File: config.mk
export PLATFORM = sky130hd
export DESIGN_NAME = line_sensor_position_estimator_top_flat
export DESIGN_NICKNAME = d
export VERILOG_FILES = /design/src/rtl/core/lspe_pkg.sv /design/src/rtl/core/lspe_if.sv /design/src/rtl/core/lspe_cell.sv /design/src/rtl/core/lspe_div.sv /design/src/rtl/core/line_sensor_position_estimator_top.sv /design/src/flat_wrapper.sv
export SDC_FILE = /design/constraint.sdc
export NUM_CORES = 1
export LEC_CHECK = 0
export BUFFER_PORTS_ARGS = -buffer_cell sky130_fd_sc_hd__buf_2
export CORE_UTILIZATION = 25
export CTS_CLUSTER_DIAMETER = 60
export DETAILED_ROUTE_END_ITERATION = 6
export HOLD_SLACK_MARGIN = 0.03
export SLEW_MARGIN = 20
export SYNTH_ARGS = -nofsm -noshare
export SYNTH_HDL_FRONTEND = slang
export SYNTH_SLANG_ARGS = --single-unit
File: constraint.sdc
create_clock -name clk -period 7.2 [get_ports clk]
set_input_delay 0.72 -clock clk [delete_from_list [all_inputs] [get_ports clk]]
set_output_delay 0.72 -clock clk [all_outputs]
set_load 0.05 [all_outputs]
File: src/rtl/core/lspe_pkg.sv
// Shared constants, types and helper functions of the line sensor position estimator.
// Depends on nothing; every other file of the block refers to it by scoped names.
package lspe_pkg;

	// Geometry of the sensor row and sample width.
	localparam int NUM_SENSORS = 9;
	localparam int SAMPLE_BITS = 12;

	// Sensor weights step by this amount and are centered on the middle sensor.
	localparam int WEIGHT_STEP = 10;
	localparam int CENTER      = (NUM_SENSORS - 1) / 2;

	// Running weight sum is signed and bounded well below step * n * n.
	localparam int SUM_BITS = $clog2(WEIGHT_STEP * NUM_SENSORS * NUM_SENSORS) + 1;
	localparam int CNT_BITS = $clog2(NUM_SENSORS + 1);
	localparam int POS_BITS = 7;

	// Configuration port.
	localparam int CFG_BITS = 2;

	typedef logic [SAMPLE_BITS-1:0] sample_t;

	typedef enum logic [CFG_BITS-1:0] {
		REG_FIRST_THRESHOLD = 2'd0,
		REG_WHITE_LIMIT     = 2'd1,
		REG_BLACK_LIMIT     = 2'd2,
		REG_STEP_LIMIT      = 2'd3
	} reg_idx_t;

	localparam sample_t FIRST_THRESHOLD_RST = sample_t'(1000);
	localparam sample_t WHITE_LIMIT_RST     = sample_t'(200);
	localparam sample_t BLACK_LIMIT_RST     = sample_t'(1200);
	localparam sample_t STEP_LIMIT_RST      = sample_t'(700);

	// Classification settings seen by every cell.
	typedef struct packed {
		sample_t first_threshold;
		sample_t white_limit;
		sample_t black_limit;
		sample_t step_limit;
	} cfg_t;

	// Partial result handed from one cell to the next.
	typedef struct packed {
		logic signed [SUM_BITS-1:0] sum;
		logic [CNT_BITS-1:0]        cnt;
		logic                       pair;
		logic                       last_black;
	} token_t;

	// Fixed weight of sensor i.
	function automatic logic signed [SUM_BITS-1:0] weight(input int i);
		return SUM_BITS'(WEIGHT_STEP * i - WEIGHT_STEP * CENTER);
	endfunction

endpackage

File: src/rtl/core/lspe_if.sv
// Handshake channels of the line sensor position estimator: sample frames in, results out.
// Depends on lspe_pkg for the field widths.
interface lspe_frame_if;
	logic                              valid;
	logic                              ready;
	logic [lspe_pkg::SAMPLE_BITS-1:0] sample_0;
	logic [lspe_pkg::SAMPLE_BITS-1:0] sample_1;
	logic [lspe_pkg::SAMPLE_BITS-1:0] sample_2;
	logic [lspe_pkg::SAMPLE_BITS-1:0] sample_3;
	logic [lspe_pkg::SAMPLE_BITS-1:0] sample_4;
	logic [lspe_pkg::SAMPLE_BITS-1:0] sample_5;
	logic [lspe_pkg::SAMPLE_BITS-1:0] sample_6;
	logic [lspe_pkg::SAMPLE_BITS-1:0] sample_7;
	logic [lspe_pkg::SAMPLE_BITS-1:0] sample_8;

	modport source (
		output valid, sample_0, sample_1, sample_2, sample_3, sample_4,
		       sample_5, sample_6, sample_7, sample_8,
		input  ready
	);
	modport sink (
		input  valid, sample_0, sample_1, sample_2, sample_3, sample_4,
		       sample_5, sample_6, sample_7, sample_8,
		output ready
	);
endinterface

interface lspe_result_if;
	logic                                  valid;
	logic                                  ready;
	logic signed [lspe_pkg::POS_BITS-1:0] position;
	logic                                  line_lost;
	logic [lspe_pkg::NUM_SENSORS-1:0]     black_mask;
	logic                                  adjacent_pair;

	modport source (
		output valid, position, line_lost, black_mask, adjacent_pair,
		input  ready
	);
	modport sink (
		input  valid, position, line_lost, black_mask, adjacent_pair,
		output ready
	);
endinterface

File: src/rtl/core/lspe_cell.sv
// One sensor cell: keeps the sensor's previous sample and color, and adds its
// contribution to the partial sum token passed along the row. Depends on lspe_pkg.
module lspe_cell (
	input  logic                                  clk,
	input  logic                                  arst_n,
	input  logic                                  load,
	input  logic                                  first,
	input  lspe_pkg::cfg_t                        cfg,
	input  lspe_pkg::sample_t                     sample,
	input  logic signed [lspe_pkg::SUM_BITS-1:0] wgt,
	input  lspe_pkg::token_t                      tok_in,
	output lspe_pkg::token_t                      tok_q,
	output logic                                  black
);

	lspe_pkg::sample_t                prev_q;
	logic                             color_q;
	logic                             color_d;
	logic [lspe_pkg::SAMPLE_BITS:0]   rise_lim;
	logic [lspe_pkg::SAMPLE_BITS:0]   fall_val;
	lspe_pkg::token_t                 tok_d;

	// Classify: first frame by threshold, else by limits, then step from the old sample.
	always_comb begin
		rise_lim = {1'b0, prev_q} + {1'b0, cfg.step_limit};
		fall_val = {1'b0, sample} + {1'b0, cfg.step_limit};
		color_d  = color_q;
		if (first) begin
			color_d = sample > cfg.first_threshold;
		end else if (sample < cfg.white_limit) begin
			color_d = 1'b0;
		end else if (sample > cfg.black_limit) begin
			color_d = 1'b1;
		end else if ({1'b0, sample} > rise_lim) begin
			color_d = 1'b1;
		end else if (fall_val < {1'b0, prev_q}) begin
			color_d = 1'b0;
		end
	end

	// The state is written only when a frame is taken; before that it affects no result.
	always_ff @(posedge clk) begin
		if (load) begin
			prev_q  <= sample;
			color_q <= color_d;
		end
	end

	// Add this sensor to the token coming from the left neighbor.
	always_comb begin
		tok_d.sum        = tok_in.sum + (color_q ? wgt : '0);
		tok_d.cnt        = tok_in.cnt + lspe_pkg::CNT_BITS'(color_q);
		tok_d.pair       = tok_in.pair | (tok_in.last_black & color_q);
		tok_d.last_black = color_q;
	end

	// The token moves one cell to the right every cycle.
	always_ff @(posedge clk or negedge arst_n) begin
		if (!arst_n) begin
			tok_q <= '0;
		end else begin
			tok_q <= tok_d;
		end
	end

	assign black = color_q;

endmodule

File: src/rtl/core/lspe_div.sv
// Restoring divider of the signed weight sum by the black sensor count, one
// quotient bit per cycle, truncating toward zero. Depends on lspe_pkg.
module lspe_div (
	input  logic                                  clk,
	input  logic                                  arst_n,
	input  logic                                  start,
	input  logic signed [lspe_pkg::SUM_BITS-1:0] dividend,
	input  logic [lspe_pkg::CNT_BITS-1:0]        divisor,
	output logic                                  done,
	output logic signed [lspe_pkg::SUM_BITS-1:0] quotient
);

	localparam int STEP_BITS = $clog2(lspe_pkg::SUM_BITS + 1);

	logic                          busy_q;
	logic                          done_q;
	logic [STEP_BITS-1:0]          step_q;
	logic [lspe_pkg::SUM_BITS-1:0] mag_q;
	logic [lspe_pkg::CNT_BITS-1:0] rem_q;
	logic [lspe_pkg::CNT_BITS-1:0] div_q;
	logic                          neg_q;
	logic [lspe_pkg::CNT_BITS:0]   shifted;
	logic                          fits;

	// Bring down the next dividend bit and test the divisor against the partial remainder.
	always_comb begin
		shifted = {rem_q, mag_q[lspe_pkg::SUM_BITS-1]};
		fits    = shifted >= {1'b0, div_q};
	end

	always_ff @(posedge clk or negedge arst_n) begin
		if (!arst_n) begin
			busy_q <= 1'b0;
			done_q <= 1'b0;
			step_q <= '0;
			mag_q  <= '0;
			rem_q  <= '0;
			div_q  <= '0;
			neg_q  <= 1'b0;
		end else begin
			done_q <= 1'b0;
			if (start) begin
				busy_q <= 1'b1;
				step_q <= '0;
				neg_q  <= dividend[lspe_pkg::SUM_BITS-1];
				mag_q  <= dividend[lspe_pkg::SUM_BITS-1] ? -dividend : dividend;
				rem_q  <= '0;
				div_q  <= divisor;
			end else if (busy_q) begin
				// Quotient bits shift in from the right as dividend bits leave on the left.
				mag_q  <= {mag_q[lspe_pkg::SUM_BITS-2:0], fits};
				rem_q  <= fits ? lspe_pkg::CNT_BITS'(shifted - {1'b0, div_q})
				               : lspe_pkg::CNT_BITS'(shifted);
				step_q <= step_q + 1'b1;
				if (step_q == STEP_BITS'(lspe_pkg::SUM_BITS - 1)) begin
					busy_q <= 1'b0;
					done_q <= 1'b1;
				end
			end
		end
	end

	assign done     = done_q;
	assign quotient = neg_q ? -$signed(mag_q) : $signed(mag_q);

endmodule

File: src/rtl/core/line_sensor_position_estimator_top.sv
// Top level of the line sensor position estimator: configuration registers,
// control sequencer, the row of sensor cells and the divider. Depends on lspe_pkg,
// lspe_frame_if, lspe_result_if, lspe_cell and lspe_div.
//
// Usage:
// A frame of nine samples is taken on the frame channel when valid and ready are
// both high. The cells classify every sensor in the cycle of the request and store
// the samples. A sum token then travels down the cell row, one cell per cycle,
// while the sequencer waits in S_SWEEP; a restoring divider then works through
// the bits of the weight sum in S_DIV to form the mean position.
// S_OUT moves the result into the output register and returns to idle; no new frame
// is taken while one is in progress, from the request up to that return.
// The result sits in an output register; a new frame is accepted while it waits.
// If the receiver is still stalling when the next result is ready, the block
// holds it and takes no further frame until the output register is free.
// Reset loads the register defaults, marks the next frame as the first one and
// empties the output register. Configuration writes on wr_en/wr_index/wr_data are
// meant for idle periods only.
module line_sensor_position_estimator_top (
	input  logic                           clk,
	input  logic                           arst_n,
	lspe_frame_if.sink                     frame,
	lspe_result_if.source                  result,
	input  logic                           wr_en,
	input  logic [lspe_pkg::CFG_BITS-1:0]  wr_index,
	input  logic [lspe_pkg::SAMPLE_BITS-1:0] wr_data
);

	localparam int N        = lspe_pkg::NUM_SENSORS;
	localparam int SWP_BITS = $clog2(N);

	typedef enum logic [2:0] {
		S_IDLE,
		S_SWEEP,
		S_START,
		S_DIV,
		S_OUT
	} state_t;

	state_t                               state_q;
	logic [SWP_BITS-1:0]                  sweep_q;
	logic                                 first_q;
	lspe_pkg::cfg_t                       cfg_q;
	lspe_pkg::sample_t                    samples [N];
	lspe_pkg::token_t                     chain [N+1];
	logic [N-1:0]                         mask;
	logic                                 accept;
	logic                                 div_done;
	logic signed [lspe_pkg::SUM_BITS-1:0] quot;
	logic                                 out_free;

	logic                                 res_valid_q;
	logic signed [lspe_pkg::POS_BITS-1:0] position_q;
	logic                                 lost_q;
	logic [N-1:0]                         mask_q;
	logic                                 pair_q;

	assign accept   = frame.valid && frame.ready;
	assign out_free = !res_valid_q || result.ready;

	// Frame fields in sensor order.
	assign samples[0] = frame.sample_0;
	assign samples[1] = frame.sample_1;
	assign samples[2] = frame.sample_2;
	assign samples[3] = frame.sample_3;
	assign samples[4] = frame.sample_4;
	assign samples[5] = frame.sample_5;
	assign samples[6] = frame.sample_6;
	assign samples[7] = frame.sample_7;
	assign samples[8] = frame.sample_8;

	// Configuration registers.
	always_ff @(posedge clk or negedge arst_n) begin
		if (!arst_n) begin
			cfg_q.first_threshold <= lspe_pkg::FIRST_THRESHOLD_RST;
			cfg_q.white_limit     <= lspe_pkg::WHITE_LIMIT_RST;
			cfg_q.black_limit     <= lspe_pkg::BLACK_LIMIT_RST;
			cfg_q.step_limit      <= lspe_pkg::STEP_LIMIT_RST;
		end else if (wr_en) begin
			case (lspe_pkg::reg_idx_t'(wr_index))
				lspe_pkg::REG_FIRST_THRESHOLD: cfg_q.first_threshold <= wr_data;
				lspe_pkg::REG_WHITE_LIMIT:     cfg_q.white_limit     <= wr_data;
				lspe_pkg::REG_BLACK_LIMIT:     cfg_q.black_limit     <= wr_data;
				lspe_pkg::REG_STEP_LIMIT:      cfg_q.step_limit      <= wr_data;
				default: begin
				end
			endcase
		end
	end

	// Row of sensor cells; the token enters empty at the left end.
	assign chain[0] = '0;

	for (genvar i = 0; i < N; i++) begin : g_cell
		lspe_cell u_cell (
			.clk    (clk),
			.arst_n (arst_n),
			.load   (accept),
			.first  (first_q),
			.cfg    (cfg_q),
			.sample (samples[i]),
			.wgt    (lspe_pkg::weight(i)),
			.tok_in (chain[i]),
			.tok_q  (chain[i+1]),
			.black  (mask[i])
		);
	end

	// Mean position of the black sensors.
	lspe_div u_div (
		.clk      (clk),
		.arst_n   (arst_n),
		.start    (state_q == S_START),
		.dividend (chain[N].sum),
		.divisor  (chain[N].cnt),
		.done     (div_done),
		.quotient (quot)
	);

	// Sequencer and output register.
	always_ff @(posedge clk or negedge arst_n) begin
		if (!arst_n) begin
			state_q     <= S_IDLE;
			sweep_q     <= '0;
			first_q     <= 1'b1;
			res_valid_q <= 1'b0;
			position_q  <= '0;
			lost_q      <= 1'b0;
			mask_q      <= '0;
			pair_q      <= 1'b0;
		end else begin
			// The output register fills when a result is stored and empties when taken.
			if (state_q == S_OUT && out_free) begin
				res_valid_q <= 1'b1;
			end else if (res_valid_q && result.ready) begin
				res_valid_q <= 1'b0;
			end
			case (state_q)
				S_IDLE: begin
					if (accept) begin
						first_q <= 1'b0;
						sweep_q <= '0;
						state_q <= S_SWEEP;
					end
				end
				S_SWEEP: begin
					// Wait until the token has passed the last cell.
					sweep_q <= sweep_q + 1'b1;
					if (sweep_q == SWP_BITS'(N - 1)) begin
						state_q <= S_START;
					end
				end
				S_START: begin
					state_q <= S_DIV;
				end
				S_DIV: begin
					if (div_done) begin
						state_q <= S_OUT;
					end
				end
				S_OUT: begin
					if (out_free) begin
						lost_q      <= chain[N].cnt == '0;
						position_q  <= (chain[N].cnt == '0) ? '0 : quot[lspe_pkg::POS_BITS-1:0];
						mask_q      <= mask;
						pair_q      <= chain[N].pair;
						state_q     <= S_IDLE;
					end
				end
				default: begin
					state_q <= S_IDLE;
				end
			endcase
		end
	end

	assign frame.ready          = state_q == S_IDLE;
	assign result.valid         = res_valid_q;
	assign result.position      = position_q;
	assign result.line_lost     = lost_q;
	assign result.black_mask    = mask_q;
	assign result.adjacent_pair = pair_q;

	// A lost line reports a centered position and no neighboring pair.
	a_lost_fields: assert property (@(posedge clk) disable iff (!arst_n)
		result.valid && result.line_lost |-> result.position == '0 && !result.adjacent_pair)
		else $error("lost line result carries a position or a pair");

	// The lost flag agrees with the black mask.
	a_lost_mask: assert property (@(posedge clk) disable iff (!arst_n)
		result.valid |-> result.line_lost == (result.black_mask == '0))
		else $error("line_lost disagrees with black_mask");

	// A taken frame starts the sweep and closes the input.
	a_accept_sweep: assert property (@(posedge clk) disable iff (!arst_n)
		accept |=> state_q == S_SWEEP && !frame.ready)
		else $error("frame request did not start the sweep");

	// The divider finishes only while the sequencer waits for it.
	a_div_done: assert property (@(posedge clk) disable iff (!arst_n)
		div_done |-> state_q == S_DIV)
		else $error("divider finished outside the divide state");

endmodule

File: src/flat_wrapper.sv
// flat-port wrapper written by rule: the top's interface ports become plain ports
module line_sensor_position_estimator_top_flat 
  (clk, arst_n, wr_en, wr_index, wr_data, frame_valid, frame_sample_0, frame_sample_1, frame_sample_2, frame_sample_3, frame_sample_4, frame_sample_5, frame_sample_6, frame_sample_7, frame_sample_8, frame_ready, result_valid, result_position, result_line_lost, result_black_mask, result_adjacent_pair, result_ready);
  lspe_frame_if frame_i ();
  lspe_result_if result_i ();
  input  logic clk;
  input  logic arst_n;
  input  logic wr_en;
  input  logic [lspe_pkg::CFG_BITS-1:0] wr_index;
  input  logic [lspe_pkg::SAMPLE_BITS-1:0] wr_data;
  input wire logic [$bits(frame_i.valid)-1:0] frame_valid;
  input wire logic [$bits(frame_i.sample_0)-1:0] frame_sample_0;
  input wire logic [$bits(frame_i.sample_1)-1:0] frame_sample_1;
  input wire logic [$bits(frame_i.sample_2)-1:0] frame_sample_2;
  input wire logic [$bits(frame_i.sample_3)-1:0] frame_sample_3;
  input wire logic [$bits(frame_i.sample_4)-1:0] frame_sample_4;
  input wire logic [$bits(frame_i.sample_5)-1:0] frame_sample_5;
  input wire logic [$bits(frame_i.sample_6)-1:0] frame_sample_6;
  input wire logic [$bits(frame_i.sample_7)-1:0] frame_sample_7;
  input wire logic [$bits(frame_i.sample_8)-1:0] frame_sample_8;
  output wire logic [$bits(frame_i.ready)-1:0] frame_ready;
  output wire logic [$bits(result_i.valid)-1:0] result_valid;
  output wire logic [$bits(result_i.position)-1:0] result_position;
  output wire logic [$bits(result_i.line_lost)-1:0] result_line_lost;
  output wire logic [$bits(result_i.black_mask)-1:0] result_black_mask;
  output wire logic [$bits(result_i.adjacent_pair)-1:0] result_adjacent_pair;
  input wire logic [$bits(result_i.ready)-1:0] result_ready;
  assign frame_i.valid = frame_valid;
  assign frame_i.sample_0 = frame_sample_0;
  assign frame_i.sample_1 = frame_sample_1;
  assign frame_i.sample_2 = frame_sample_2;
  assign frame_i.sample_3 = frame_sample_3;
  assign frame_i.sample_4 = frame_sample_4;
  assign frame_i.sample_5 = frame_sample_5;
  assign frame_i.sample_6 = frame_sample_6;
  assign frame_i.sample_7 = frame_sample_7;
  assign frame_i.sample_8 = frame_sample_8;
  assign frame_ready = frame_i.ready;
  assign result_valid = result_i.valid;
  assign result_position = result_i.position;
  assign result_line_lost = result_i.line_lost;
  assign result_black_mask = result_i.black_mask;
  assign result_adjacent_pair = result_i.adjacent_pair;
  assign result_i.ready = result_ready;
  line_sensor_position_estimator_top u_core (.clk(clk), .arst_n(arst_n), .frame(frame_i), .result(result_i), .wr_en(wr_en), .wr_index(wr_index), .wr_data(wr_data));
endmodule
==> reports/metrics.cfg <==
[floorplan]
die_h_um=366.1
coreArea_sq_um=131500
die_w_um=366.1
initial_core_util_pct=25.21
rows=133
die_area_sq_um=134000
ios=147

[setup_path]
crit_top_cell=o211ai_1
worst_path_dominant_cell_family=compound AO/OA/AOI/OAI gates
worstPathCellList=buf_4 -> ha_1 -> inv_1 -> fa_1 -> nor2b_1 -> o31a_1 -> o211ai_1 -> a21boi_1 -> o21a_1 -> nand3_1 -> o211ai_1 -> ha_1 -> a21oi_1 -> nor2b_1 -> a2111oi_0 -> o211ai_1 -> a211oi_1 -> nor2_1 -> a21oi_1
critPathCaptureType=flop
crit_buf_inv=2
crit_path_start_kind=flop
critPathArrivalTime_ns=5.06
critPathSlowestCell=dfrtp_1
criticalPathCategory=flop to flop
critPathMaxFanout=11
worst_ep_required_time_ns=7.51
slowest_delay_ns=0.72

[worst_hold_path]
hp-class=primary input to async pin

[grt]
busiest_layer=met2
antenna_found_initial=34
grtUsageMet1_pct=20.61
met2_usage_pct=24.56
grt_pass1_vias=26149
grt_pass1_wl_um=156800
use_met3_pct=2.558
track_usage_pct=15.22
grt_max_degree=84
overflow=0

[clocking]
cts_buffer_depth=3
ctsResizeCount=0
clk_pin_slew_ns=0.06
cts_root_buffer=clkbuf_16
holdBufCountCts=0
numCtsBuffers=47
post_cts_buffers=0
cts_num_sinks=333
cts_tree=yes
cts_htree_levels=2
insertion_delay_ns=0.63

[yosys]
yosysMostFrequentCell=ha_1
synth_top_area_share_pct=29.79
synthArstFlopShare_pct=64.86
ys_ff_latch=333
yosys.area.top_type=ha_1
synth_area_leaders=ha_1 30%, dfrtp_1 15%, edfxtp_1 11%, a21oi_1 3.7%, a21o_1 3.6%
synth_nets=4369
ys_seq_area_share_pct=26.99
ys.flop_type=dfrtp_1
synth-edff-count=117
synth_commonest_cells=789 x ha_1, 245 x a21oi_1, 240 x inv_1
yosys_warnings=0
synthCells=3432
synthDistinctLibCells=82
post_synth.cell_area_avg_sq_um=9.655
syn_area_sq_um=33140

[final_layout]
multi_input_area_sq_um=23220
area_delta_synth_final_pct=13.71
fillers=13844
nets=4557
drive_above_1_share_pct=9.628
seq_area_sq_um=8944
post-route-util_pct=28.66

[sta]
fin_skew_ns=0.03638
min_period_ns=4.747
finalSetupTns_ns=0
setup_viol=0
hold_viol=0
layout_setup_ws_ns=2.453
slew_viol_final=0
fmax_ghz=0.2107
max_slew.worst_pin.slew_ns=1.048
rsz0062_at_grt=no
fin_crit_sh_pct=65.93
max_slew_margin_pct=30.16

[routing]
ant_nets=0
vias=27094
firstDrtPassIters=5
drt_iter0_drc=1527
detail_route.wirelength_um=104100
wl_per_cell_um=19.21
drc=0
vias_per_cell=4.998

[power]
cellPowerDensity_nw_per_um2=254.6
peakVddDrop_uv=180.5
power_mw=9.594
power.leakage_nw=17.43

[place]
pre_cts_ws_ns=2.475
hpwl_um=76580
port_buffers=146
place.gp.congestion=0.8644

[run_status]
status=complete, no violations

[run]
drv_cap=0

==> through the flow <==
| step | hold WS [ns] | cell area [sq um] | std cells |
|---|---|---|---|
| detailed placement | 0.3347 | 36110 | 5326 |
| floorplan | 0.3312 | 33140 | 3432 |
| finish | 0.05536 | 37680 | 5421 |
| global route | 0.08765 | 37660 | 5413 |
| global placement | 0.3316 | 36110 | 5326 |
| CTS | 0.06663 | 37650 | 5411 |
==> cell families after synthesis <==
logic type      count (synthesis)  synth area share, %
compound gates                914                18.57
simple gates                  844                12.94
fa+ha+maj                     810                31.06
flops                         333                26.99
buf+inv                       262                2.968
xor+xnor                      215                5.683
mux                            54                1.782
==> cell type report <==
| cell class | instances | area share [%] |
|---|---|---|
| Timing Repair Buffer | 161 | 2.265 |
| Multi-Input combinational cell | 2837 | 61.62 |
| Tap cell | 1755 | 5.828 |
| Clock inverter | 27 | 0.7007 |
| Inverter | 240 | 2.398 |
| Antenna cell | 10 | 0.06641 |
| Sequential cell | 333 | 23.74 |
| Clock buffer | 58 | 3.390 |
==> cells in the final DEF, fill, tap and decap left out, drive strengths merged, types with 12 or more instances in the layout <==
cell type	instances
o31a	12
o22ai	12
inv	253
nor2	184
o31ai	28
or2	18
dfstp	20
nor3	66
nand3b	13
a21oi	250
mux2	40
a211oi	39
o21a	72
nand2b	77
dfrtp	196
clkbuf	58
a2111oi	34
nand3	82
mux2i	14
ha	789
xnor2	129
nand2	167
a31oi	22
o21ai	167
fa	21
nor4	16
a21o	159
buf	161
edfxtp	117
o21bai	14
o211ai	21
xor2	86
and3	20
nand4	86
o2111ai	12
nor2b	82
==> sequential cells by signal (all words and copies together) (netlist names) <==
name,flops
u_core.g_cell.u_cell.black,9
u_core.result.adjacent_pair,1
u_core.result.position,7
u_core.u_div.neg_q,1
u_core.g_cell.u_cell.prev_q,108
u_core.result.black_mask,9
u_core.u_div.done,1
u_core.state_q,3
u_core.u_div.div_q,4
u_core.result.valid,1
u_core.u_div.rem_q,4
u_core.sweep_q,4
u_core.first_q,1
u_core.g_cell.u_cell.tok_q,115
u_core.result.line_lost,1
u_core.u_div.step_q,4
u_core.u_div.mag_q,11
u_core.u_div.busy_q,1
u_core.cfg_q,48
==> worst register-to-register path, cell delays in order, from the launching register on <==
cell and delay (ns):
dfrtp_1 0.72, buf_4 0.37, ha_1 0.23, inv_1 0.06, fa_1 0.39, nor2b_1 0.17
o31a_1 0.18, o211ai_1 0.09, a21boi_1 0.23, o21a_1 0.19, nand3_1 0.09, o211ai_1 0.13
ha_1 0.29, a21oi_1 0.13, nor2b_1 0.06, a2111oi_0 0.41, o211ai_1 0.15, a211oi_1 0.30
nor2_1 0.09, a21oi_1 0.16
==> routing by layer <==
metal  share of wire [%]  up-vias  wire [um]
li1                    -    13226          -
met2                  44      695      46060
met4                 3.2       10       3314
met1                  46    12981      48250
met3                 6.2      182       6439
met5               0.061        -         63
==> final timing paths <==
check | from | endpoint | slack, ns | cells past startpoint
worst max register to register | u_core.cfg_q[0] | u_core.g_cell[3].u_cell.black | 2.45 | 19
min in group clk | frame_sample_7[0] | u_core.g_cell[7].u_cell.prev_q[0] | 0.33 | 1
worst min-delay path | arst_n | u_core.sweep_q[3] | 0.06 | 1
worst max-delay path | u_core.cfg_q[0] | u_core.g_cell[3].u_cell.black | 2.45 | 19
max in group asynchronous | arst_n | u_core.cfg_q[6] | 5.74 | 2
worst min register to register | u_core.g_cell[7].u_cell.tok_q[8] | u_core.g_cell[8].u_cell.tok_q[8] | 0.34 | 0
==> power breakdown <==
group          switching (mW)  internal (mW)
sequential              0.328           2.22
combinational            2.65           2.05
clock                   0.995           1.36
(Power assumes the default switching activity.)
